--- config.mk ---
export PLATFORM = sky130hd
export DESIGN_NAME = random_flash_scheduler
export DESIGN_NICKNAME = d
export VERILOG_FILES = /design/src/rfs_pkg.sv /design/src/random_flash_scheduler.sv /design/src/rfs_ctrl.sv /design/src/rfs_datapath.sv
export SDC_FILE = /design/constraint.sdc
export NUM_CORES = 1
export LEC_CHECK = 0
export ABC_AREA = 1
export BUFFER_PORTS_ARGS = -buffer_cell sky130_fd_sc_hd__buf_2
export CAP_MARGIN = 5
export CORE_MARGIN = 1
export CORE_UTILIZATION = 40
export DETAILED_ROUTE_END_ITERATION = 8
export PLACE_DENSITY = 0.62
export SETUP_SLACK_MARGIN = 0.5
export SLEW_MARGIN = 10
export SYNTH_ARGS = -nofsm -noshare
export SYNTH_HDL_FRONTEND = slang
export SYNTH_SLANG_ARGS = --single-unit
export TNS_END_PERCENT = 1
--- constraint.sdc ---
create_clock -name i_clk -period 6.9 [get_ports i_clk]
set_clock_uncertainty 0.1 [all_clocks]
set_input_delay 0.69 -clock i_clk [delete_from_list [all_inputs] [get_ports i_clk]]
set_output_delay 0.69 -clock i_clk [all_outputs]
set_load 0.1 [all_outputs]
--- src/rfs_pkg.sv ---
// rfs_pkg: shared types, constants and helpers for the random flash scheduler.
// Used by rfs_ctrl, rfs_datapath and random_flash_scheduler; no dependencies.
package rfs_pkg;

    // Default sizing
    localparam int FLASH_CHANNELS_DEF = 6;
    localparam int MAX_TRIES_DEF      = 25;

    // Register map
    localparam int                  APB_AW        = 2;
    localparam int                  APB_DW        = 32;
    localparam logic [APB_AW-1:0]   ADDR_RNG_SEED = 2'd0;

    // Random source
    localparam logic [15:0] SEED_RESET = 16'd44257;
    localparam logic [15:0] LFSR_TAPS  = 16'hB400;

    // Timing and knob constants
    localparam int          LEN_BASE    = 50;
    localparam int          LEN_RANGE   = 100;
    localparam logic [7:0]  POT_LIMIT   = 8'd230;
    localparam int          PAUSE_SHIFT = 10;
    localparam int          PAUSE_MULT  = 20;
    localparam int          POT_FULL    = 255;

    // Scheduler phase, also shown on phase_code
    typedef enum logic [1:0] {
        PH_IDLE  = 2'd0,
        PH_PICK  = 2'd1,
        PH_FLASH = 2'd2,
        PH_OVER  = 2'd3
    } t_phase;

    // Controller states
    typedef enum logic [2:0] {
        ST_READY,
        ST_EVAL,
        ST_DRAW,
        ST_CHECK,
        ST_LDRAW,
        ST_LSET,
        ST_DONE
    } t_ctrl_state;

    // Input and result payloads
    typedef struct packed {
        logic [31:0] now_ms;
        logic [7:0]  flash_pot;
    } t_in;

    typedef struct packed {
        logic [2:0] flash_channel;
        logic       is_flashing;
        logic       mode_lamp;
        logic [1:0] phase_code;
    } t_out;

    // Controller to datapath commands
    typedef struct packed {
        logic latch;     // capture the accepted transaction
        logic eval;      // single-step update for idle, flashing and over
        logic draw;      // advance LFSR and start the reciprocal multiply
        logic draw_len;  // draw is for the flash length, not a channel
        logic take_ch;   // drawn channel is free: claim it
        logic miss;      // all draws missed: go to over
        logic set_len;   // load flash length and enter flashing
        logic out_load;  // capture the result register
    } t_dp_cmd;

    // Datapath to controller status
    typedef struct packed {
        t_phase phase;
        logic   ch_free;
    } t_dp_stat;

    // Pause in seconds from the knob: pot*20/255, with x/255 as (x + (x >> 8) + 1) >> 8
    function automatic logic [4:0] pause_from_pot(input logic [7:0] pot);
        logic [12:0] scaled;
        logic [13:0] sum;
        scaled = 13'(pot) * 13'(PAUSE_MULT);
        sum    = 14'(scaled) + 14'(scaled >> 8) + 14'd1;
        return 5'(sum >> 8);
    endfunction

endpackage

--- src/random_flash_scheduler.sv ---
// random_flash_scheduler: top level with the APB seed register.
// Instantiates rfs_ctrl and rfs_datapath; uses rfs_pkg.
// A transaction goes through ready and eval, then done with no draw (idle, flashing, over).
// Pick adds a draw and a check per try until a channel is free (then a length draw and
// the length set) or all MAX_TRIES draws miss. Input stalls until the result is loaded.
// Each draw is an LFSR step with a reciprocal multiply, then a remainder step.
// Reset is synchronous, active low: phase idle, all channels free, seed 44257.
module random_flash_scheduler #(
    parameter int FLASH_CHANNELS = rfs_pkg::FLASH_CHANNELS_DEF,
    parameter int MAX_TRIES      = rfs_pkg::MAX_TRIES_DEF
) (
    input  logic                         i_clk,
    input  logic                         i_rst_n,
    input  logic                         i_in_valid,
    input  rfs_pkg::t_in                 i_in_data,
    output logic                         o_in_stall,
    output logic                         o_out_valid,
    output rfs_pkg::t_out                o_out_data,
    input  logic                         i_out_stall,
    input  logic                         psel,
    input  logic                         penable,
    input  logic                         pwrite,
    input  logic [rfs_pkg::APB_AW-1:0]   paddr,
    input  logic [rfs_pkg::APB_DW-1:0]   pwdata,
    output logic [rfs_pkg::APB_DW-1:0]   prdata,
    output logic                         pready
);
    import rfs_pkg::*;

    logic [15:0]  r_rng_seed;
    logic         w_seed_wr;
    t_dp_cmd      w_cmd;
    t_dp_stat     w_stat;

    // APB access to the seed register
    assign pready    = 1'b1;
    assign w_seed_wr = psel && penable && pwrite && (paddr == ADDR_RNG_SEED);
    assign prdata    = (paddr == ADDR_RNG_SEED) ? {16'd0, r_rng_seed} : '0;

    always_ff @(posedge i_clk) begin
        if (!i_rst_n) begin
            r_rng_seed <= SEED_RESET;
        end else if (w_seed_wr) begin
            r_rng_seed <= pwdata[15:0];
        end
    end

    rfs_ctrl #(
        .MAX_TRIES (MAX_TRIES)
    ) u_ctrl (
        .i_clk       (i_clk),
        .i_rst_n     (i_rst_n),
        .i_in_valid  (i_in_valid),
        .o_in_stall  (o_in_stall),
        .o_out_valid (o_out_valid),
        .i_out_stall (i_out_stall),
        .i_stat      (w_stat),
        .o_cmd       (w_cmd)
    );

    rfs_datapath #(
        .FLASH_CHANNELS (FLASH_CHANNELS)
    ) u_datapath (
        .i_clk        (i_clk),
        .i_rst_n      (i_rst_n),
        .i_in_data    (i_in_data),
        .i_seed_load  (w_seed_wr),
        .i_seed_value (pwdata[15:0]),
        .i_cmd        (w_cmd),
        .o_stat       (w_stat),
        .o_out_data   (o_out_data)
    );

endmodule

--- src/rfs_ctrl.sv ---
// rfs_ctrl: sequencer for the random flash scheduler.
// Drives rfs_datapath through t_dp_cmd and owns both handshakes; uses rfs_pkg.
module rfs_ctrl #(
    parameter int MAX_TRIES = rfs_pkg::MAX_TRIES_DEF
) (
    input  logic               i_clk,
    input  logic               i_rst_n,
    input  logic               i_in_valid,
    output logic               o_in_stall,
    output logic               o_out_valid,
    input  logic               i_out_stall,
    input  rfs_pkg::t_dp_stat  i_stat,
    output rfs_pkg::t_dp_cmd   o_cmd
);
    import rfs_pkg::*;

    localparam int TryW = $clog2(MAX_TRIES + 1);

    t_ctrl_state       r_state, n_state;
    logic [TryW-1:0]   r_tries, n_tries;
    logic              r_out_valid, n_out_valid;
    logic              w_last_try;
    logic              w_out_free;
    logic              w_in_accept;

    assign w_last_try  = (r_tries == TryW'(MAX_TRIES - 1));
    assign w_out_free  = !r_out_valid || !i_out_stall;
    assign w_in_accept = i_in_valid && (r_state == ST_READY);
    assign o_out_valid = r_out_valid;

    // Next state
    always_comb begin
        n_state = r_state;
        unique case (r_state)
            ST_READY: begin
                if (i_in_valid) n_state = ST_EVAL;
            end
            ST_EVAL: begin
                if (i_stat.phase == PH_PICK) n_state = ST_DRAW;
                else                         n_state = ST_DONE;
            end
            ST_DRAW:  n_state = ST_CHECK;
            ST_CHECK: begin
                priority if (i_stat.ch_free) n_state = ST_LDRAW;
                else if (w_last_try)         n_state = ST_DONE;
                else                         n_state = ST_DRAW;
            end
            ST_LDRAW: n_state = ST_LSET;
            ST_LSET:  n_state = ST_DONE;
            ST_DONE: begin
                if (w_out_free) n_state = ST_READY;
            end
            default:  n_state = ST_READY;
        endcase
    end

    // Commands and input stall
    always_comb begin
        o_cmd      = '0;
        o_in_stall = 1'b1;
        unique case (r_state)
            ST_READY: begin
                o_in_stall = 1'b0;
                o_cmd.latch = i_in_valid;
            end
            ST_EVAL:  o_cmd.eval = (i_stat.phase != PH_PICK);
            ST_DRAW:  o_cmd.draw = 1'b1;
            ST_CHECK: begin
                o_cmd.take_ch = i_stat.ch_free;
                o_cmd.miss    = !i_stat.ch_free && w_last_try;
            end
            ST_LDRAW: begin
                o_cmd.draw     = 1'b1;
                o_cmd.draw_len = 1'b1;
            end
            ST_LSET:  o_cmd.set_len  = 1'b1;
            ST_DONE:  o_cmd.out_load = w_out_free;
            default:  o_cmd = '0;
        endcase
    end

    // Draw counter and result valid
    always_comb begin
        n_tries = r_tries;
        if (r_state == ST_EVAL) begin
            n_tries = '0;
        end else if (r_state == ST_CHECK && !i_stat.ch_free && !w_last_try) begin
            n_tries = r_tries + 1'b1;
        end
        n_out_valid = o_cmd.out_load ? 1'b1 : (r_out_valid && i_out_stall);
    end

    always_ff @(posedge i_clk) begin
        if (!i_rst_n) begin
            r_state     <= ST_READY;
            r_tries     <= '0;
            r_out_valid <= 1'b0;
        end else begin
            r_state     <= n_state;
            r_tries     <= n_tries;
            r_out_valid <= n_out_valid;
        end
    end

    // Draw counter never passes the try budget
    a_tries_bound: assert property (@(posedge i_clk) disable iff (!i_rst_n)
        r_tries < TryW'(MAX_TRIES))
        else $error("draw counter beyond try budget");

    // An accepted transaction is evaluated on the next cycle
    a_accept_eval: assert property (@(posedge i_clk) disable iff (!i_rst_n)
        w_in_accept |=> (r_state == ST_EVAL))
        else $error("accepted transaction not evaluated");

    // A check always follows its draw
    a_check_order: assert property (@(posedge i_clk) disable iff (!i_rst_n)
        (r_state == ST_CHECK) |-> ($past(r_state) == ST_DRAW))
        else $error("check without draw");

endmodule

--- src/rfs_datapath.sv ---
// rfs_datapath: scheduler state, LFSR, reciprocal modulo unit and result register.
// Driven by rfs_ctrl commands; uses rfs_pkg.
module rfs_datapath #(
    parameter int FLASH_CHANNELS = rfs_pkg::FLASH_CHANNELS_DEF
) (
    input  logic               i_clk,
    input  logic               i_rst_n,
    input  rfs_pkg::t_in       i_in_data,
    input  logic               i_seed_load,
    input  logic [15:0]        i_seed_value,
    input  rfs_pkg::t_dp_cmd   i_cmd,
    output rfs_pkg::t_dp_stat  o_stat,
    output rfs_pkg::t_out      o_out_data
);
    import rfs_pkg::*;

    localparam int ChW = (FLASH_CHANNELS > 1) ? $clog2(FLASH_CHANNELS) : 1;

    // Reciprocal constants: floor(x/N) = (x*M) >> S is exact for 16-bit x
    localparam int          ShCh   = 16 + $clog2(FLASH_CHANNELS);
    localparam int          ShLen  = 16 + $clog2(LEN_RANGE);
    localparam logic [16:0] MulCh  =
        17'(((64'd1 << ShCh) + 64'(FLASH_CHANNELS) - 64'd1) / 64'(FLASH_CHANNELS));
    localparam logic [16:0] MulLen =
        17'(((64'd1 << ShLen) + 64'(LEN_RANGE) - 64'd1) / 64'(LEN_RANGE));

    // Scheduler state
    t_phase                      r_phase, n_phase;
    logic [FLASH_CHANNELS-1:0]   r_free_mask, n_free_mask;
    logic [31:0]                 r_pause_start, n_pause_start;
    logic [31:0]                 r_flash_begin, n_flash_begin;
    logic [7:0]                  r_flash_length, n_flash_length;
    logic [4:0]                  r_pause_seconds, n_pause_seconds;
    logic [ChW-1:0]              r_cur_ch, n_cur_ch;
    logic [15:0]                 r_lfsr, n_lfsr;

    // Transaction and arithmetic registers
    logic [31:0]                 r_now;
    logic [7:0]                  r_pot;
    logic [32:0]                 r_prod;
    logic                        r_len;
    t_out                        r_out;

    logic [15:0]                 w_lfsr_next;
    logic [16:0]                 w_mult;
    logic [15:0]                 w_quot;
    logic [6:0]                  w_range;
    logic [22:0]                 w_diff;
    logic [15:0]                 w_rem;
    logic [ChW-1:0]              w_rem_ch;
    logic                        w_pause_done;
    logic                        w_flash_done;

    // LFSR step, Galois form shifting right
    assign w_lfsr_next = (r_lfsr >> 1) ^ (r_lfsr[0] ? LFSR_TAPS : 16'd0);
    assign w_mult      = i_cmd.draw_len ? MulLen : MulCh;

    // Remainder from the registered product, with one correction step
    assign w_range  = r_len ? 7'(LEN_RANGE) : 7'(FLASH_CHANNELS);
    assign w_quot   = r_len ? 16'(r_prod >> ShLen) : 16'(r_prod >> ShCh);
    assign w_diff   = 23'(r_lfsr) - (23'(w_quot) * 23'(w_range));
    assign w_rem    = (w_diff[15:0] >= 16'(w_range)) ? (w_diff[15:0] - 16'(w_range))
                                                     : w_diff[15:0];
    assign w_rem_ch = w_rem[ChW-1:0];

    // Timers, modulo 2^32
    assign w_pause_done = (r_now - r_pause_start) >
                          {17'd0, r_pause_seconds, PAUSE_SHIFT'(0)};
    assign w_flash_done = (r_now - r_flash_begin) > {24'd0, r_flash_length};

    assign o_stat.phase   = r_phase;
    assign o_stat.ch_free = r_free_mask[w_rem_ch];
    assign o_out_data     = r_out;

    // Next scheduler state
    always_comb begin
        n_phase         = r_phase;
        n_free_mask     = r_free_mask;
        n_pause_start   = r_pause_start;
        n_flash_begin   = r_flash_begin;
        n_flash_length  = r_flash_length;
        n_pause_seconds = r_pause_seconds;
        n_cur_ch        = r_cur_ch;
        n_lfsr          = r_lfsr;

        if (i_cmd.eval) begin
            unique case (r_phase)
                PH_IDLE: begin
                    if (w_pause_done && (r_pot < POT_LIMIT)) n_phase = PH_PICK;
                    n_cur_ch = '0;
                end
                PH_PICK: begin
                end
                PH_FLASH: begin
                    if (w_flash_done) n_phase = PH_PICK;
                end
                PH_OVER: begin
                    n_free_mask     = '1;
                    n_cur_ch        = '0;
                    n_pause_start   = r_now;
                    n_pause_seconds = pause_from_pot(r_pot);
                    n_phase         = PH_IDLE;
                end
            endcase
        end

        // Claim the drawn channel
        if (i_cmd.take_ch) begin
            n_free_mask[w_rem_ch] = 1'b0;
            n_cur_ch              = w_rem_ch;
        end

        if (i_cmd.set_len) begin
            n_flash_length = 8'(LEN_BASE) + w_rem[7:0];
            n_flash_begin  = r_now;
            n_phase        = PH_FLASH;
        end

        if (i_cmd.miss) n_phase = PH_OVER;

        // Seed write reloads the LFSR; zero would lock it
        if (i_seed_load) begin
            n_lfsr = (i_seed_value == 16'd0) ? SEED_RESET : i_seed_value;
        end else if (i_cmd.draw) begin
            n_lfsr = w_lfsr_next;
        end
    end

    always_ff @(posedge i_clk) begin
        if (!i_rst_n) begin
            r_phase         <= PH_IDLE;
            r_free_mask     <= '1;
            r_pause_start   <= '0;
            r_flash_begin   <= '0;
            r_flash_length  <= '0;
            r_pause_seconds <= '0;
            r_cur_ch        <= '0;
            r_lfsr          <= SEED_RESET;
        end else begin
            r_phase         <= n_phase;
            r_free_mask     <= n_free_mask;
            r_pause_start   <= n_pause_start;
            r_flash_begin   <= n_flash_begin;
            r_flash_length  <= n_flash_length;
            r_pause_seconds <= n_pause_seconds;
            r_cur_ch        <= n_cur_ch;
            r_lfsr          <= n_lfsr;
        end
    end

    // Transaction capture, multiply stage and result register
    always_ff @(posedge i_clk) begin
        if (i_cmd.latch) begin
            r_now <= i_in_data.now_ms;
            r_pot <= i_in_data.flash_pot;
        end
        if (i_cmd.draw) begin
            r_prod <= 33'(w_lfsr_next) * 33'(w_mult);
            r_len  <= i_cmd.draw_len;
        end
        if (i_cmd.out_load) begin
            r_out.flash_channel <= 3'(r_cur_ch);
            r_out.is_flashing   <= (r_phase == PH_FLASH);
            r_out.mode_lamp     <= (r_pot <= POT_LIMIT);
            r_out.phase_code    <= r_phase;
        end
    end

    // Remainder is in range whenever it is used
    a_rem_range: assert property (@(posedge i_clk) disable iff (!i_rst_n)
        (i_cmd.take_ch || i_cmd.set_len) |-> (w_rem < 16'(w_range)))
        else $error("remainder out of range");

    // Flash length lands in its window and flashing starts
    a_len_window: assert property (@(posedge i_clk) disable iff (!i_rst_n)
        i_cmd.set_len |=> (r_phase == PH_FLASH &&
                           r_flash_length >= 8'(LEN_BASE) &&
                           r_flash_length <  8'(LEN_BASE + LEN_RANGE)))
        else $error("flash length outside window");

    // A claimed channel becomes current and is no longer free
    a_claim: assert property (@(posedge i_clk) disable iff (!i_rst_n)
        i_cmd.take_ch |=> (!r_free_mask[$past(w_rem_ch)] &&
                           r_cur_ch == $past(w_rem_ch)))
        else $error("channel claim not recorded");

endmodule
# [Word level (Yosys, flattened, before mapping)]
# Cells that the tools add are included.
# W data, S select, Z words.
[totals] register_bits=210 inputBits=81 output_inout_bits=42 elab_cells=127
[op_classes] n_addsub=8 multipliers=3 magnitude_cmp=7 eq_ne=15 n_mux=40 bitwise_logic=4 n_reduce_logical=30
[op_table] cell="$mux W16" n=5
[op_table] cell="$sub A32 B32 Y32" n=2
[op_table] cell="$mul A16 B17 Y33" n=1
[op_table] cell="$gt A32 B15 Y1" n=1
[op_table] cell="$gt A32 B8 Y1" n=1
[op_table] cell="$mux W3" n=8
[op_table] cell="$pmux W3 S7" n=1
[op_table] cell="$mux W6" n=3
[op_table] cell="$ge A16 B7 Y1" n=1
[op_table] cell="$logic_not A16 Y1" n=1
[op_table] cell="$mul A16 B7 Y16" n=1
[op_table] cell="$sub A16 B16 Y16" n=1
[op_table] cell="$xor A15 B16 Y16" n=1
[op_table] cell="$mux W14" n=1
[op_table] cell="$add A13 B1 Y13 const B" n=1
[op_table] cell="$add A13 B5 Y13" n=1
[op_table] cell="$mux W13" n=1
[op_table] cell="$mux W2" n=6
[op_table] cell="$mul A8 B3 Y11 const B" n=1
[op_table] cell="$mux W1" n=10
[op_table] cell="$eq A3 B3 Y1 const B" n=3
[op_table] cell="$logic_and A1 B1 Y1" n=9
[op_table] cell="$add A6 B8 Y8 const A" n=1
[op_table] cell="$le A8 B8 Y1 const B" n=1
[op_table] cell="31 further kinds" n=45

# [Depth between registers and ports, before layout]
[logic_depth] ltp_word=12 mapped_depth=36 mapped_depth_nobuf=34

# [Modules after synthesis]
# From an unflattened synthesis, not the netlist that was laid out.
[hier_totals] cells_unflattened=3249 area_unflattened_um2=22809.4
[by_module_without_submodules] mod="rfs_datapath" n_inst=1 cells_per_inst=3011 area_per_inst_um2=21295.4 seq_area_each_um2=3943.8
[by_module_without_submodules] mod="random_flash_scheduler" n_inst=1 cells_per_inst=145 area_per_inst_um2=945.9 seq_area_each_um2=320.3
[by_module_without_submodules] mod="rfs_ctrl" n_inst=1 cells_per_inst=93 area_per_inst_um2=568.0 seq_area_each_um2=180.2

# [Worst setup path after synthesis]
# Ideal clock, no wire load.
[synth_timing] path_kind="flip-flop to flip-flop" startpoint="register u_datapath.r_lfsr[0]" endpoint="register u_datapath.r_prod[32] (data pin)" setup_time_ns=0.260 arrival_time_ns=5.855 t_required_ns=6.540 slack_ns=0.684 stages_incl_launch_ff=27 path_buffers=1 synth_period_minus_slack_ns=6.216 cell_sequence="dfxtp_1 -> clkbuf_1 -> xor2_1 -> inv_1 -> nor2_1 -> inv_1 -> o21ai_0 -> ha_1 -> inv_1 -> fa_1 -> inv_1 -> fa_1 -> inv_1 -> fa_1 -> inv_1 -> fa_1 -> fa_1 -> ha_1 -> a21oi_1 -> o21ai_0 -> a21oi_1 -> o221ai_1 -> nand2_1 -> o211ai_1 -> nand3_1 -> nand2_1 -> xor2_1"
[synth_between] elab_chain_len=3
[synth_lines] item="start, declared" line_no="rfs_datapath.sv:35" rtl="logic [15:0] r_lfsr, n_lfsr;"
[synth_lines] item="start signal, assigned" line_no="rfs_datapath.sv:147" rtl="r_lfsr <= n_lfsr;"
[synth_lines] item="$mux W16" line_no="rfs_datapath.sv:55" rtl="assign w_lfsr_next = (r_lfsr >> 1) ^ (r_lfsr[0] ? LFSR_TAPS : 16'd0);"
[synth_lines] item="$xor A15 B16 Y16" line_no="rfs_datapath.sv:55"
[synth_lines] item="$mul A16 B17 Y33" line_no="rfs_datapath.sv:158" rtl="r_prod <= 33'(w_lfsr_next) * 33'(w_mult);"
[synth_lines] item="end signal, assigned" line_no="rfs_datapath.sv:158"
[synth_lines] item="end, declared" line_no="rfs_datapath.sv:40" rtl="logic [32:0] r_prod;"
# Every way passes these cells.
# A chain may end at the register's enable or synchronous reset.

# [Worst setup path in the final report]
[layout_timing] startpoint="register u_ctrl.r_state[2]" endpoint="register u_datapath.r_prod[32] (data pin)"
[layout_between] elab_chain_len=4
[layout_lines] item="start, declared" line_no="rfs_ctrl.sv:19" rtl="t_ctrl_state r_state, n_state;"
[layout_lines] item="start signal, assigned" line_no="rfs_ctrl.sv:99" rtl="r_state <= n_state;"
[layout_lines] item="$eq A3 B3 Y1" line_no="rfs_ctrl.sv:61" rtl="unique case (r_state)"
[layout_lines] item="$mux W1" line_no="rfs_ctrl.sv:61"
[layout_lines] item="$mux W13" line_no="rfs_datapath.sv:56" rtl="assign w_mult = i_cmd.draw_len ? MulLen : MulCh;"
[layout_lines] item="$mul A16 B17 Y33" line_no="rfs_datapath.sv:158"
# Every way passes these cells.

==> summary.txt <==
STA
  • Final WS setup: 0.672 ns
  • Post-layout min period: 6.23 ns
  • Final setup fails: 0
  • Rel. slew slack: 0.249
  • Slew @ Worst Pin: 1.12 ns
  • Unrepaired setup endpoints after global routing: yes
  • Accumulated negative setup slack: 0 ns
  • Final Cycle Share: 0.903
  • Fin. max-slew vios: 0
  • Final Hold Violating Endpoints: 0
  • Fmax: 161 MHz

Floorplan
  • Die Wd: 237 µm
  • Initial Util: 0.407
  • Chip height: 237 µm
  • Floorplan row count: 85
  • Die ar.: 56,000 µm²
  • Core area: 54,100 µm²
  • IO Pins: 123

Clock tree
  • Clk sinks: 191
  • Worst skew pair latency: 0.51 ns
  • # hold bufs at CTS: 0
  • H-tree depth: 4
  • Clock transition at the registers of the reported paths: 0.07 ns
  • CTS Buffer Depth: 2
  • Root Buffer: clkbuf_16
  • CTS tree: built
  • TritonCTS Buffers: 17

Route
  • Vias per cell: 4.91
  • Final antenna-violating net count: 0
  • DRC viols: 0
  • Drt wl/cell: 15.1 µm
  • Total Wirelength: 57,100 µm
  • DR pass1 iterations: 5
  • Initial drt markers: 935
  • DR vias: 18,557

Synthesis
  • Synth Instances: 2,966
  • Leading post-synthesis cells by cell area: ha_1 (17%), fa_1 (16%), dfxtp_1 (12%)
  • Async SR Flop Fraction: 0
  • Dominant cell type by area after synthesis: ha_1
  • Syn. warnings: 0
  • Most common cell in the netlist: inv_1
  • Top_reg_cell synth: dfxtp_1
  • Top cell type's share of synthesized area: 0.169
  • Number of synthesized flops with an enable pin: 62
  • Sequential share of the synthesized area: 0.202
  • Post-synth top cells: inv_1 (660), nand2_1 (602), ha_1 (298)
  • Yosys reg bits: 191
  • Netlist cell types: 54
  • Synthesized area per cell: 7.42 µm²
  • Syn Std Cell Area: 22,000 µm²

Placed design
  • Pre-CTS setup slack: 0.172 ns
  • Port Buffers: 89
  • Detailed Place HPWL: 47,200 µm
  • Placed Area: 23,400 µm²
  • Gp weighted congestion: 0.917

Status
  • Outcome: finished clean

GRT
  • Initial antenna violation count: 1
  • Pin count of the biggest net entering global routing: 72
  • GR Overflow Total: 0
  • Total GRT Usage: 0.207
  • First-pass GRT wire length: 90,900 µm
  • Vias in the first global route: 17,792

Layout
  • Fillcell total: 5,486
  • Final Util: 0.450
  • Synth-to-layout area growth: 10.7%
  • Multi-input gate area: 15,000 µm²
  • Share of layout cells above drive strength 1: 0.0879
  • Final Cell Area: 24,400 µm²
  • Register area: 4450 µm²
  • Final net count: 3,620

Setup path
  • CP arrival: 6.37 ns
  • R2R setup slack: 0.67 ns
  • Reg2reg path depth: 26
  • Reg2reg end: u_datapath.r_prod[32]
  • Worst EP required: 7.05 ns
  • Crit path capture type: flip-flop
  • Startpoint Class: flip-flop
  • Reg-to-Reg Start: u_ctrl.r_state[2]
  • Kind of critical path: reg -> reg
  • Crit Path Max Fanout: 9

Min path
  • Hold Path Depth: 1
  • Min-Delay Path Class: in -> reg
  • Hold_sp: i_in_data[24]
  • WHS Endpoint: u_datapath.r_now[16]

Flow run
  • Maximum capacitance violations: 0
[metal layers]
layer	up-vias	part of all wire	global-route usage
met3	89	0.043	0.0322
li1	9539	-	-
met4	0	0.033	0.0858
met1	8542	0.46	0.269
met2	387	0.46	0.341
met5	-	0	0
[cells in the final DEF (no fill, tap or decap), drive strengths merged, types with 16 or more instances in the layout]
master	count
xor2	50
buf	143
xnor2	16
o211ai	19
fa	172
nor3	28
dfxtp	129
nand2	614
a21oi	214
nand4	42
o21ai	148
inv	668
edfxtp	62
nand3	126
conb	17
nor2	208
ha	298
clkbuf	20
[critical path, stage by stage (launching register included)]
cell	delay, ns
dfxtp_2	0.35
inv_2	0.07
nor3_4	0.25
buf_12	0.18
nor2_1	0.07
or2_2	0.31
ha_1	0.34
fa_1	0.55
inv_1	0.05
fa_1	0.45
fa_1	0.49
inv_1	0.05
fa_1	0.46
fa_1	0.56
ha_4	0.22
nand2_2	0.07
inv_2	0.04
a21oi_2	0.11
o21ai_1	0.07
a21o_1	0.18
a21oi_2	0.17
o221ai_2	0.16
nand2_1	0.12
o211ai_1	0.18
nand3_1	0.14
nand2_1	0.08
xor2_1	0.15
[worst max path at each step]
stage                              start               endpoint  slack [ns]  depth (start not counted)
finish                 u_ctrl.r_state[2]  u_datapath.r_prod[32]        0.67                         26
global route           u_ctrl.r_state[2]  u_datapath.r_prod[32]        0.39                         28
CTS                    u_ctrl.r_state[2]  u_datapath.r_prod[32]        0.47                         26
detailed placement     u_ctrl.r_state[2]  u_datapath.r_prod[32]        0.17                         28
global placement       u_ctrl.r_state[2]  u_datapath.r_prod[32]        0.19                         28
floorplan           u_datapath.r_lfsr[0]  u_datapath.r_prod[32]        0.68                         26
[timing repair]
action,4_1_cts,5_1_grt
setup endpoints to repair,15,25
hold endpoints to repair,0,0
pin swaps,3,25
resized for setup,11,51
setup buffers,2,8
cloned,0,2
[metrics by stage]
stage / hold slack, ns / std cells
detailed placement: 0.323 / 3734
floorplan: 0.309 / 2981
global placement: 0.313 / 3734
global route: 0.249 / 3778
CTS: 0.235 / 3768
finish: 0.270 / 3779
[cells by family after synthesis]
kind of cell / Yosys count / share of synthesized area
AO/OA/AOI/OAI: 437 / 0.110
XOR/XNOR: 66 / 0.0266
adder cells (fa/ha/maj): 470 / 0.326
buffers and inverters: 741 / 0.130
flip-flops: 191 / 0.202
multiplexers: 2 / 0.000910
other: 2 / 0.000341
AND/OR/NAND/NOR: 1057 / 0.204
[registers in the layout (all words and copies together), names as in the netlist, 2 cells and up]
register	count
r_rng_seed	16
u_ctrl.r_state	3
u_ctrl.r_tries	5
u_datapath.o_out_data	7
u_datapath.r_cur_ch	3
u_datapath.r_flash_begin	32
u_datapath.r_flash_length	8
u_datapath.r_free_mask	6
u_datapath.r_lfsr	16
u_datapath.r_now	32
u_datapath.r_pause_seconds	5
u_datapath.r_pause_start	32
u_datapath.r_phase	2
u_datapath.r_pot	8
u_datapath.r_prod	14
[cell type report]
class | instances | share of cell area
Clock buffer | 18 | 0.0176
Inverter | 665 | 0.103
Timing Repair Buffer | 145 | 0.0380
Antenna cell | 1 | 0.000103
Tap cell | 696 | 0.0357
Multi-Input combinational cell | 2049 | 0.618
Clock inverter | 14 | 0.00575
Sequential cell | 191 | 0.183
Power is left out: the tool's default activity adds up to more than one toggle a clock period on the data nets, which glitch-free logic cannot reach.
